<file path="src/hdl/spd_pkg.sv">
// ----------------------------------------------------------------------------
// spd_pkg: shared types and helpers for the serial packet deframer
// Phase and result-kind codes, register indexes, the configuration bundle,
// the result run descriptor and the byte-wide CRC-8 update.
// ----------------------------------------------------------------------------
package spd_pkg;

  localparam int BYTE_W = 8;
  localparam int KIND_W = 3;
  localparam int CFG_ADDR_W = 4;
  localparam int BEAT_W = 3;
  localparam logic [BYTE_W-1:0] CRC_POLY = 8'h1D;
  localparam logic [BYTE_W-1:0] CRC_INIT = 8'hFF;
  localparam logic [BEAT_W-1:0] NAK_LAST_BEAT = 3'd5;

  typedef enum logic [2:0] {
    PH_HUNT  = 3'd0,
    PH_FLAGS = 3'd1,
    PH_CMD   = 3'd2,
    PH_LEN   = 3'd3,
    PH_HCRC  = 3'd4,
    PH_DATA  = 3'd5,
    PH_DCRC  = 3'd6
  } phase_t;

  typedef enum logic [KIND_W-1:0] {
    K_PAYLOAD  = 3'd0,
    K_OK       = 3'd1,
    K_SINGLE   = 3'd2,
    K_HDR_CRC  = 3'd3,
    K_TOO_LONG = 3'd4,
    K_DATA_CRC = 3'd5,
    K_NAK      = 3'd6
  } kind_t;

  typedef enum logic [CFG_ADDR_W-1:0] {
    REG_SYNC        = 4'd0,
    REG_SINGLE_MASK = 4'd1,
    REG_NAK_MASK    = 4'd2,
    REG_MAX_LEN     = 4'd3,
    REG_RESP_MODE   = 4'd4,
    REG_CODE_HCRC   = 4'd5,
    REG_CODE_LONG   = 4'd6,
    REG_CODE_DCRC   = 4'd7
  } reg_idx_t;

  typedef struct packed {
    logic [BYTE_W-1:0] sync_byte;
    logic [BYTE_W-1:0] single_mask;
    logic [BYTE_W-1:0] nak_mask;
    logic [BYTE_W-1:0] max_len;
    logic              resp_mode;
    logic [BYTE_W-1:0] code_hcrc;
    logic [BYTE_W-1:0] code_long;
    logic [BYTE_W-1:0] code_dcrc;
  } cfg_t;

  localparam cfg_t CFG_RESET = '{
    sync_byte:   8'h00,
    single_mask: 8'h00,
    nak_mask:    8'h00,
    max_len:     8'hFF,
    resp_mode:   1'b0,
    code_hcrc:   8'h00,
    code_long:   8'h00,
    code_dcrc:   8'h00
  };

  typedef struct packed {
    logic              valid;
    kind_t             kind;
    logic [BYTE_W-1:0] data;
    logic [BYTE_W-1:0] flags;
    logic [BYTE_W-1:0] cmd;
    logic [BYTE_W-1:0] len;
    logic              nak;
    logic [BYTE_W-1:0] code;
  } run_t;

  function automatic logic [BYTE_W-1:0] crc8_update(input logic [BYTE_W-1:0] crc,
                                                    input logic [BYTE_W-1:0] b);
    logic [BYTE_W-1:0] c;
    logic              fb;
    c = crc;
    for (int k = 0; k < BYTE_W; k++) begin
      fb = c[BYTE_W-1] ^ b[BYTE_W-1-k];
      c  = {c[BYTE_W-2:0], 1'b0} ^ (fb ? CRC_POLY : '0);
    end
    return c;
  endfunction

endpackage

</file>
<file path="src/hdl/spd_cfg.sv">
// ----------------------------------------------------------------------------
// spd_cfg: configuration register file
// Write-only registers loaded from the plain write port; unknown indexes drop.
// ----------------------------------------------------------------------------
module spd_cfg import spd_pkg::*; (
  input  logic                  clk,
  input  logic                  rst_n,
  input  logic                  cfg_we,
  input  logic [CFG_ADDR_W-1:0] cfg_addr,
  input  logic [BYTE_W-1:0]     cfg_wdata,
  output cfg_t                  cfg
);

  cfg_t cfg_r;
  cfg_t cfg_nxt;

  always_comb begin
    cfg_nxt = cfg_r;
    if (cfg_we) begin
      unique case (reg_idx_t'(cfg_addr))
        REG_SYNC:        cfg_nxt.sync_byte   = cfg_wdata;
        REG_SINGLE_MASK: cfg_nxt.single_mask = cfg_wdata;
        REG_NAK_MASK:    cfg_nxt.nak_mask    = cfg_wdata;
        REG_MAX_LEN:     cfg_nxt.max_len     = cfg_wdata;
        REG_RESP_MODE:   cfg_nxt.resp_mode   = cfg_wdata[0];
        REG_CODE_HCRC:   cfg_nxt.code_hcrc   = cfg_wdata;
        REG_CODE_LONG:   cfg_nxt.code_long   = cfg_wdata;
        REG_CODE_DCRC:   cfg_nxt.code_dcrc   = cfg_wdata;
        default:         cfg_nxt = cfg_r;
      endcase
    end
  end

  always_ff @(posedge clk) begin
    if (!rst_n) begin
      cfg_r <= CFG_RESET;
    end else begin
      cfg_r <= cfg_nxt;
    end
  end

  assign cfg = cfg_r;

endmodule

</file>
<file path="src/hdl/spd_parse.sv">
// ----------------------------------------------------------------------------
// spd_parse: frame parser
// Track the frame phase, header bytes and running CRC; turn each accepted
// byte into at most one result run descriptor.
// ----------------------------------------------------------------------------
module spd_parse import spd_pkg::*; (
  input  logic              clk,
  input  logic              rst_n,
  input  cfg_t              cfg,
  input  logic              acc,
  input  logic [BYTE_W-1:0] rx_byte,
  output run_t              run
);

  phase_t            phase_r, phase_nxt;
  logic [BYTE_W-1:0] flags_r, flags_nxt;
  logic [BYTE_W-1:0] cmd_r, cmd_nxt;
  logic [BYTE_W-1:0] len_r, len_nxt;
  logic [BYTE_W-1:0] crc_r, crc_nxt;
  logic [BYTE_W-1:0] idx_r, idx_nxt;
  logic [BYTE_W-1:0] crc_upd;
  logic [BYTE_W-1:0] idx_inc;

  assign crc_upd = crc8_update(crc_r, rx_byte);
  assign idx_inc = idx_r + 8'd1;

  always_comb begin
    phase_nxt = phase_r;
    flags_nxt = flags_r;
    cmd_nxt   = cmd_r;
    len_nxt   = len_r;
    crc_nxt   = crc_r;
    idx_nxt   = idx_r;
    run       = '0;
    run.flags = flags_r;
    run.cmd   = cmd_r;
    run.len   = len_r;
    run.kind  = K_OK;
    run.nak   = !cfg.resp_mode;
    if (acc) begin
      unique case (phase_r)
        PH_HUNT: begin
          if (rx_byte == cfg.sync_byte) begin
            crc_nxt   = crc8_update(CRC_INIT, rx_byte);
            phase_nxt = PH_FLAGS;
          end
        end
        PH_FLAGS: begin
          flags_nxt = rx_byte;
          crc_nxt   = crc_upd;
          phase_nxt = PH_CMD;
        end
        PH_CMD: begin
          cmd_nxt   = rx_byte;
          crc_nxt   = crc_upd;
          phase_nxt = PH_LEN;
        end
        PH_LEN: begin
          len_nxt   = rx_byte;
          crc_nxt   = crc_upd;
          phase_nxt = PH_HCRC;
        end
        PH_HCRC: begin
          phase_nxt = PH_HUNT;
          run.valid = 1'b1;
          priority if (~crc_r != rx_byte) begin
            run.kind = K_HDR_CRC;
            run.code = cfg.code_hcrc;
          end else if ((flags_r & cfg.single_mask) != '0) begin
            run.kind = K_SINGLE;
            run.nak  = 1'b0;
          end else if (len_r > cfg.max_len) begin
            run.kind = K_TOO_LONG;
            run.code = cfg.code_long;
          end else if (len_r == '0) begin
            run.kind = K_OK;
            run.nak  = 1'b0;
          end else begin
            run.valid = 1'b0;
            crc_nxt   = CRC_INIT;
            idx_nxt   = '0;
            phase_nxt = PH_DATA;
          end
        end
        PH_DATA: begin
          run.valid = 1'b1;
          run.kind  = K_PAYLOAD;
          run.data  = rx_byte;
          run.nak   = 1'b0;
          crc_nxt   = crc_upd;
          idx_nxt   = idx_inc;
          if (idx_inc == len_r) phase_nxt = PH_DCRC;
        end
        PH_DCRC: begin
          phase_nxt = PH_HUNT;
          run.valid = 1'b1;
          if (~crc_r == rx_byte) begin
            run.kind = K_OK;
            run.nak  = 1'b0;
          end else begin
            run.kind = K_DATA_CRC;
            run.code = cfg.code_dcrc;
          end
        end
        default: phase_nxt = PH_HUNT;
      endcase
    end
  end

  always_ff @(posedge clk) begin
    if (!rst_n) begin
      phase_r <= PH_HUNT;
      flags_r <= '0;
      cmd_r   <= '0;
      len_r   <= '0;
      crc_r   <= CRC_INIT;
      idx_r   <= '0;
    end else begin
      phase_r <= phase_nxt;
      flags_r <= flags_nxt;
      cmd_r   <= cmd_nxt;
      len_r   <= len_nxt;
      crc_r   <= crc_nxt;
      idx_r   <= idx_nxt;
    end
  end

endmodule

</file>
<file path="src/hdl/spd_emit.sv">
// ----------------------------------------------------------------------------
// spd_emit: result sequencer
// Hold one result run and play it out: the status beat, then, when the run
// asks for a NAK, the NAK frame bytes with their CRC built up beat by beat.
// ----------------------------------------------------------------------------
module spd_emit import spd_pkg::*; (
  input  logic              clk,
  input  logic              rst_n,
  input  cfg_t              cfg,
  input  run_t              run,
  output logic              free,
  output logic              out_tvalid,
  input  logic              out_tready,
  output logic [31:0]       out_tdata,   // data_byte, frame_flags, frame_command, length_or_value
  output logic [KIND_W-1:0] out_tuser,   // kind
  output logic              out_tlast
);

  logic              valid_r;
  run_t              run_r;
  logic [BEAT_W-1:0] beat_r;
  logic [BYTE_W-1:0] crc_r;
  logic [BYTE_W-1:0] nak_byte;
  logic [BYTE_W-1:0] data_byte;
  logic              last_beat;
  logic              take;

  always_comb begin
    unique case (beat_r)
      3'd1:    nak_byte = cfg.sync_byte;
      3'd2:    nak_byte = cfg.nak_mask | cfg.single_mask;
      3'd3:    nak_byte = run_r.cmd;
      3'd4:    nak_byte = run_r.code;
      3'd5:    nak_byte = ~crc_r;
      default: nak_byte = '0;
    endcase
  end

  assign data_byte = (beat_r == '0) ? run_r.data : nak_byte;
  assign last_beat = (beat_r == '0) ? !run_r.nak : (beat_r == NAK_LAST_BEAT);
  assign take      = valid_r && out_tready;
  assign free      = !valid_r || (out_tready && last_beat);

  assign out_tvalid = valid_r;
  assign out_tuser  = (beat_r == '0) ? run_r.kind : K_NAK;
  assign out_tdata  = {run_r.len, run_r.cmd, run_r.flags, data_byte};
  assign out_tlast  = last_beat;

  always_ff @(posedge clk) begin
    if (!rst_n) begin
      valid_r <= 1'b0;
      beat_r  <= '0;
      crc_r   <= CRC_INIT;
    end else if (run.valid) begin
      valid_r <= 1'b1;
      beat_r  <= '0;
      crc_r   <= CRC_INIT;
    end else if (take) begin
      if (last_beat) begin
        valid_r <= 1'b0;
      end else begin
        beat_r <= beat_r + 3'd1;
        if (beat_r != '0) crc_r <= crc8_update(crc_r, nak_byte);
      end
    end
  end

  always_ff @(posedge clk) begin
    if (run.valid) run_r <= run;
  end

endmodule

</file>
<file path="src/hdl/serial_packet_deframer.sv">
// ----------------------------------------------------------------------------
// serial_packet_deframer: framed serial receiver with CRC-8 checks
// Latency: a result beat is presented the cycle after the byte that causes it.
// Throughput: one byte per cycle while the output takes each beat; a byte causing
// a status plus NAK frame holds the input until the last NAK beat, the next byte
// going in with that beat, set by the single result sequencer.
// Reset: synchronous, active low; hunting for sync, registers at defaults.
// ----------------------------------------------------------------------------
module serial_packet_deframer import spd_pkg::*; (
  input  logic                  clk,
  input  logic                  rst_n,
  input  logic                  in_tvalid,
  output logic                  in_tready,
  input  logic [BYTE_W-1:0]     in_tdata,    // rx_byte
  output logic                  out_tvalid,
  input  logic                  out_tready,
  output logic [31:0]           out_tdata,   // data_byte, frame_flags, frame_command, length_or_value
  output logic [KIND_W-1:0]     out_tuser,   // kind
  output logic                  out_tlast,
  input  logic                  cfg_we,
  input  logic [CFG_ADDR_W-1:0] cfg_addr,
  input  logic [BYTE_W-1:0]     cfg_wdata
);

  cfg_t cfg;
  run_t run;
  logic free;
  logic acc;

  assign in_tready = free;
  assign acc       = in_tvalid && free;

  spd_cfg u_cfg (
    .clk       (clk),
    .rst_n     (rst_n),
    .cfg_we    (cfg_we),
    .cfg_addr  (cfg_addr),
    .cfg_wdata (cfg_wdata),
    .cfg       (cfg)
  );

  spd_parse u_parse (
    .clk     (clk),
    .rst_n   (rst_n),
    .cfg     (cfg),
    .acc     (acc),
    .rx_byte (in_tdata),
    .run     (run)
  );

  spd_emit u_emit (
    .clk        (clk),
    .rst_n      (rst_n),
    .cfg        (cfg),
    .run        (run),
    .free       (free),
    .out_tvalid (out_tvalid),
    .out_tready (out_tready),
    .out_tdata  (out_tdata),
    .out_tuser  (out_tuser),
    .out_tlast  (out_tlast)
  );

endmodule

</file>
<file path="config.mk">
export PLATFORM = sky130hd
export DESIGN_NAME = serial_packet_deframer
export DESIGN_NICKNAME = d
export VERILOG_FILES = /design/src/hdl/spd_pkg.sv /design/src/hdl/spd_cfg.sv /design/src/hdl/spd_parse.sv /design/src/hdl/spd_emit.sv /design/src/hdl/serial_packet_deframer.sv
export SDC_FILE = /design/constraint.sdc
export NUM_CORES = 1
export LEC_CHECK = 0
export ABC_CLOCK_PERIOD_IN_PS = 11950
export BUFFER_PORTS_ARGS = -buffer_cell sky130_fd_sc_hd__buf_2
export CAP_MARGIN = 20
export CORE_ASPECT_RATIO = 1.25
export CORE_MARGIN = 2
export CORE_UTILIZATION = 55
export CTS_CLUSTER_DIAMETER = 50
export DETAILED_ROUTE_END_ITERATION = 12
export PLACE_DENSITY = 0.74
export REMOVE_ABC_BUFFERS = 1
export SLEW_MARGIN = 20
export SYNTH_ARGS = -nofsm -noshare
export SYNTH_HDL_FRONTEND = slang
export SYNTH_HIERARCHICAL = 1
export SYNTH_SLANG_ARGS = --single-unit
</file>
<file path="constraint.sdc">
create_clock -name clk -period 11.95 [get_ports clk]
set_input_delay 2.39 -clock clk [delete_from_list [all_inputs] [get_ports clk]]
set_output_delay 2.39 -clock clk [all_outputs]
set_load 0.01 [all_outputs]
</file>
==> flow_metrics.env, run 1 <==
export IMPL_reg2reg_from="u_emit/beat_r[0]$_SDFFE_PP0P_"
export IMPL_worstSetupEndpointType="output port"
export IMPL_finalCritPeriodShare=0.4432
export IMPL_ios=63
export IMPL_period_minus_slack_ns=5.296
export IMPL_dr_pass1_iters=5
export IMPL_combPwrFrac=0.115
export IMPL_drive_gt1_frac=0.1463
export IMPL_nets=949
export IMPL_yosysUniqueCellTypes=88
export IMPL_port_buffers=62
export IMPL_wl_mm=21.29
export IMPL_final_cell_mix="138 x nand2_1, 112 x dfxtp_1, 62 x buf_2, 61 x mux2i_1, 54 x xnor2_1"
export IMPL_placed_area_sq_um=8758
export IMPL_postCtsHoldBufs=0
export IMPL_drt_iter0_drc=532
export IMPL_synth_edf_count=44
export IMPL_gp_congestion=0.9003
export IMPL_skew_ns=0.006989
export IMPL_maxSlewViolCount=0
export IMPL_routedWlPerCell_um=18.76
export IMPL_max_freq_mhz=188.8
export IMPL_ys_warn_count=6
export IMPL_cp_start_kind="register"
export IMPL_run_status="finished clean"
export IMPL_hp_class="register to register"
export IMPL_reg2reg_depth=14
export IMPL_synth_seq_cells=156
export IMPL_area_growth_pct=8.807
export IMPL_setup_viol=0
export IMPL_syn_area_per_cell_sq_um=9.534
export IMPL_initial_core_util=0.5575
export IMPL_fillers=1329
export IMPL_die_w_um=115.9
export IMPL_antenna_found_initial=0
export IMPL_drc=0
export IMPL_relSlewSlack=0.3243
export IMPL_grt_pass1_wl_mm=33.18
export IMPL_leakage_nw=3.603
export IMPL_netSwitchingFraction=0.2473
export IMPL_layout_commonest_cell="nand2_1"
export IMPL_grt_max_degree=66
export IMPL_clock_sinks=156
export IMPL_seq_area_frac_synth=0.4139
export IMPL_cts_root_buf="clkbuf_16"
export IMPL_syn_inst=903
export IMPL_antenna_left=0
export IMPL_clk_path_buf_depth=2
export IMPL_worstSetupPathType="register to output port"
export IMPL_ir_worst_vdd_mv=0.09877
export IMPL_crit_path_max_fanout=20
export IMPL_required_ns=9.56
export IMPL_grt_use_total=0.2645
export IMPL_vias=6628
export IMPL_switchingPower_mw=0.3044
export IMPL_final_cell_area_sq_um=9368
export IMPL_critPathLaunch="u_emit/beat_r[2]$_SDFFE_PP0P_"
export IMPL_die_area_sq_um=16680
export IMPL_finalHoldViolCount=0
export IMPL_p_clk_frac=0.429
export IMPL_rsz0062_at_grt="false"
export IMPL_insertion_delay_ns=0.42
export IMPL_regToRegSetupSlack_ns=7.75
export IMPL_hold_end="u_emit/out_tdata[20]$_DFFE_PP_"
export IMPL_grt_overflow_total=0
export IMPL_fin_total_pwr_mw=1.231
export IMPL_min_from="u_parse/cmd_r[4]$_SDFFE_PN0P_"
export IMPL_seqPwrFrac=0.456
export IMPL_antenna_cells=0
export IMPL_cts_tree="built"
export IMPL_cts_made_buffers=17
export IMPL_h_tree_depth=4
export IMPL_power_density_nw_per_um2=131.4
export IMPL_synthesis_area_sq_um=8610
export IMPL_synthArstFlopShare=0
export IMPL_cp_arrival_ns=2.91
export IMPL_viasPerCell=5.840
export IMPL_holdPathStages=0
export IMPL_worstMarginPinSlew_ns=1.011
export IMPL_synth_area_top_cells="dfxtp_1 26%, edfxtp_1 15%, mux2i_1 7.1%, nand2_1 6.0%, xnor2_1 5.5%"
export IMPL_clk_pin_slew_worst_paths_ns=0.06
export IMPL_reg2reg_to="u_emit/crc_r[0]$_SDFFE_PP1P_"
export IMPL_cts_setup_buffers=0
export IMPL_synth_largest_area_cell="dfxtp_1"
export IMPL_setup_tns_ns=0
export IMPL_p_int_mw=0.9265
export IMPL_synth_top_flop_cell="dfxtp_1"
export IMPL_rows=51
export IMPL_die_h_um=143.9
export IMPL_post_cts_resized=0
export IMPL_dp_hpwl_mm=14.88
export IMPL_coreArea_sq_um=15440
export IMPL_drv_cap=0
export IMPL_synth_top_area_share=0.2604
export IMPL_grt_pass1_vias=6274
==> Yosys cell counts (6+ instances only) <==
library cell,number
nor2_1,52
and3_1,8
clkbuf_1,24
a22oi_1,13
and2_1,12
o211ai_1,24
buf_2,13
inv_1,27
mux2i_1,61
edfxtp_1,44
nor3_1,6
or3_1,6
xnor3_1,8
o21ai_0,41
o21ai_1,6
a22o_1,10
xnor2_1,54
nand2_1,138
xor2_1,12
ha_1,14
nand4_1,16
nand3_1,13
buf_6,9
dfxtp_1,112
a21oi_1,45
buf_4,29
==> state kept, by name, summed over array words and instances (netlist names) <==
| signal | count |
|---|---|
| u_emit/beat_r | 3 |
| u_parse/cmd_r | 8 |
| u_emit/crc_r | 8 |
| u_parse/flags_r | 8 |
| u_parse/len_r | 8 |
| u_emit/run_r | 20 |
| u_parse/idx_r | 8 |
| u_emit/out_tdata | 24 |
| u_parse/phase_r | 3 |
| u_emit/out_tvalid | 1 |
| u_parse/crc_r | 8 |
| u_cfg/cfg | 57 |
==> metal layers <==
metal	vias up	part of all wire	track usage
li1	3184	-	-
met1	3181	0.41	0.3177
met2	206	0.51	0.4497
met3	57	0.042	0.04808
met4	0	0.041	0.1372
met5	-	0	0
==> critical path, cell delays in order (launching register included) <==
cell,delay [ns]
dfxtp_1,0.79
inv_4,0.14
ha_1,0.35
nand2_1,0.13
o21ai_1,0.07
a221oi_1,0.52
o211ai_1,0.18
o21a_1,0.15
buf_2,0.13
==> cell families (layout without fill, tap and decap cells) <==
logic type                 Yosys count  in the layout  synth area share
and+or+nand+nor                    288            288            0.1658
AOI/OAI and AO/OA                  194            194            0.1540
DFF                                156            156            0.4139
buffers and inverters              108            128           0.06990
xor gates and xnor gates            81             81            0.1035
muxes                               62             62           0.07252
adders and majority gates           14             14           0.02035
==> cell type report <==
type | count | area (sq um) | share of cell area
clock buffer | 23 | 499.2 | 0.05329
tap | 212 | 265.3 | 0.02832
clock inverter | 9 | 82.58 | 0.008815
timing repair buffer | 67 | 367.9 | 0.03927
sequential | 156 | 3563 | 0.3804
inverter | 29 | 111.4 | 0.01189
multi-input combinational | 639 | 4478 | 0.4780
==> power by group through the flow <==
stage          Combinational (mW)  Clock [mW]  Sequential (mW)
3_5_place_dp                0.135           0            0.572
4_1_cts                     0.137       0.534            0.561
5_1_grt                     0.151       0.557            0.562
6_report                    0.141       0.528            0.561
2_1_floorplan              0.0978           0            0.569
3_3_place_gp                0.132           0            0.572
==> through the flow <==
stage                     utilization  worst slack [ns]  hold slack [ns]  instances
after CTS                      0.6048             6.654           0.4365       1134
after global placement         0.5666             6.785           0.4118       1102
after global routing           0.6066             6.498           0.4400       1135
after detailed placement       0.5672             6.777           0.4160       1102
final                          0.6066             6.654           0.4364       1135
after floorplan                     -             5.726           0.4076        824
==> worst max path at each step <==
stage | endpoint | slack, ns | cells after the start
after CTS | out_tdata[0] | 6.65 | 8
after global placement | in_tready | 6.79 | 4
after detailed placement | in_tready | 6.78 | 4
after floorplan | u_emit/crc_r[1]$_SDFFE_PP1P_ | 5.73 | 6
after global routing | out_tdata[0] | 6.50 | 8
final | out_tdata[0] | 6.65 | 8
No activity file was read; power rests on OpenSTA's default activity.
==> inputs of run 2 (changes only) <==
Settings changed: ABC_CLOCK_PERIOD_IN_PS 11950 to 4900.
Clock period 11.95 ns to 4.9 ns, I/O delays scaled along.
==> run 2 against run 1 <==
Register-to-register slack worse by 6.7 ns. First-iteration DRC count is 11% higher. Sequential share of layout area is 0.066 points lower. Worst setup slack worse by 5.6 ns. Via count is 0.32% higher. Final cell count is 0.35% higher. Clock skew is 0.00055 ns lower. Largest power group unchanged. Critical path type is now register to register.
==> flow_metrics.env, run 2 (synthesis gave the netlist of run 1 again) <==
export IMPL_fin_total_pwr_mw=3.055
export IMPL_holdPathStages=0
export IMPL_combPwrFrac=0.111
export IMPL_clock_sinks=156
export IMPL_die_area_sq_um=16680
export IMPL_dp_hpwl_mm=15.74
export IMPL_cts_made_buffers=17
export IMPL_grt_use_total=0.2701
export IMPL_die_h_um=143.9
export IMPL_cp_start_kind="register"
export IMPL_holdWs_ns=0.4275
export IMPL_port_buffers=62
export IMPL_finalHoldViolCount=0
export IMPL_run_status="finished clean"
export IMPL_drt_iter0_drc=588
export IMPL_power_density_nw_per_um2=325.6
export IMPL_leakage_nw=3.608
export IMPL_cts_setup_buffers=0
export IMPL_ir_worst_vdd_mv=0.2472
export IMPL_grt_max_degree=36
export IMPL_antenna_cells=0
export IMPL_seqPwrFrac=0.448
export IMPL_max_freq_mhz=263.0
export IMPL_crit_chain="inv_1 -> ha_1 -> nand2_1 -> o21ai_0 -> nand2_1 -> nand2_1 -> and2_1 -> buf_4 -> nand3_1 -> a41oi_4 -> buf_4"
export IMPL_required_ns=5.02
export IMPL_setup_tns_ns=0
export IMPL_grt_pass1_vias=6271
export IMPL_rsz0062_at_grt="false"
export IMPL_crit_path_max_fanout=26
export IMPL_crit_path_frequent_cell="nand2_1"
export IMPL_vias=6649
export IMPL_antenna_found_initial=0
export IMPL_nets=953
export IMPL_post_cts_resized=0
export IMPL_antenna_left=0
export IMPL_relSlewSlack=0.3015
export IMPL_reg2reg_depth=11
export IMPL_cpMaxStageDelayCell="a41oi_4"
export IMPL_p_int_mw=2.295
export IMPL_drive_gt1_frac=0.1499
export IMPL_hp_class="register to register"
export IMPL_area_growth_pct=8.996
export IMPL_netSwitchingFraction=0.2490
export IMPL_insertion_delay_ns=0.42
export IMPL_wl_mm=22.13
export IMPL_rows=51
export IMPL_die_w_um=115.9
export IMPL_p_clk_frac=0.442
export IMPL_initial_core_util=0.5575
export IMPL_period_minus_slack_ns=3.802
export IMPL_worstSetupPathType="register to register"
export IMPL_post_route_util=0.6077
export IMPL_maxSlewViolCount=0
export IMPL_clk_path_buf_depth=2
export IMPL_clk_pin_slew_worst_paths_ns=0.06
export IMPL_setup_viol=0
export IMPL_ios=63
export IMPL_cts_tree="built"
export IMPL_max_stage_delay_ns=0.88
export IMPL_grt_overflow_total=0
export IMPL_h_tree_depth=4
export IMPL_fin_cells=1139
export IMPL_gp_congestion=0.8948
export IMPL_coreArea_sq_um=15440
export IMPL_layout_commonest_cell="nand2_1"
export IMPL_skew_ns=0.006435
export IMPL_dr_pass1_iters=5
export IMPL_grt_pass1_wl_mm=33.96
export IMPL_viasPerCell=5.838
export IMPL_finalCritPeriodShare=0.7759
export IMPL_drv_cap=0
export IMPL_worstSetupEndpointType="register"
export IMPL_largest_reg_flops=57
export IMPL_drc=0
export IMPL_final_cell_mix="138 x nand2_1, 112 x dfxtp_1, 62 x buf_2, 61 x mux2i_1, 54 x xnor2_1"
export IMPL_worstMarginPinSlew_ns=1.044
export IMPL_dp_cells=1107
export IMPL_cp_arrival_ns=3.92
export IMPL_switchingPower_mw=0.7608
export IMPL_routedWlPerCell_um=19.43
export IMPL_cts_root_buf="clkbuf_16"
export IMPL_postCtsHoldBufs=0
-- run 2: cell count changes in the layout (fill, tap and decap cells not counted), sizes merged --
cell | before | now
buf | 67 | 71
clkbuf | 23 | 19
clkinv | 6 | 3
inv | 31 | 34
bufinv | 1 | 3
clkinvlp | 0 | 2
-- run 2: metal layers --
layer  GRT usage  vias to the layer above  routed length, um
met2      0.4752                      217              11440
met4      0.1153                        0                670
met1      0.3250                     3202               9076
li1            -                     3190                  -
met3     0.04344                       40                943
met5           0                        -                  0
-- run 2: worst paths after layout --
check | start | endpoint | slack [ns]
worst max-delay path | u_emit/beat_r[0]$_SDFFE_PP0P_ | u_emit/run_r[7]$_DFFE_PP_ | 1.10
worst min-delay path | u_parse/cmd_r[6]$_SDFFE_PN0P_ | u_emit/out_tdata[22]$_DFFE_PP_ | 0.43
worst max register to register | u_emit/beat_r[0]$_SDFFE_PP0P_ | u_emit/run_r[7]$_DFFE_PP_ | 1.10
worst min register to register | u_parse/cmd_r[6]$_SDFFE_PN0P_ | u_emit/out_tdata[22]$_DFFE_PP_ | 0.43
-- run 2: power groups by stage --
stage / logic, mW / registers, mW / clock network, mW
floorplan: 0.239 / 1.39 / 0
global placement: 0.327 / 1.40 / 0
detailed placement: 0.330 / 1.40 / 0
CTS: 0.332 / 1.37 / 1.36
global route: 0.359 / 1.37 / 1.41
finish: 0.338 / 1.37 / 1.35
-- run 2: critical path: cells and delay by family (launching register included) --
| family | cells | cell delay (ns) |
|---|---|---|
| AO/OA/AOI/OAI | 2 | 1.23 |
| AND/OR/NAND/NOR | 5 | 0.85 |
| buffers and inverters | 3 | 0.66 |
| adder cells (fa/ha/maj) | 1 | 0.40 |
| flip-flops | 1 | 0.35 |
-- run 2: layout make-up --
| cell class | instances | area (sq um) |
|---|---|---|
| Fill cell | 1347 | 6058 |
| Multi-Input combinational cell | 639 | 4469 |
| Sequential cell | 156 | 3563 |
| Clock buffer | 19 | 432.9 |
| Timing Repair Buffer | 71 | 377.9 |
| Tap cell | 212 | 265.3 |
| Clock inverter | 13 | 163.9 |
| Inverter | 29 | 111.4 |
-- run 2: metrics by stage --
step	setup slack, ns	instance area, sq um
floorplan	-0.4185	8119
global placement	1.287	8787
detailed placement	1.160	8787
CTS	1.123	9384
global route	0.7219	9384
finish	1.098	9384
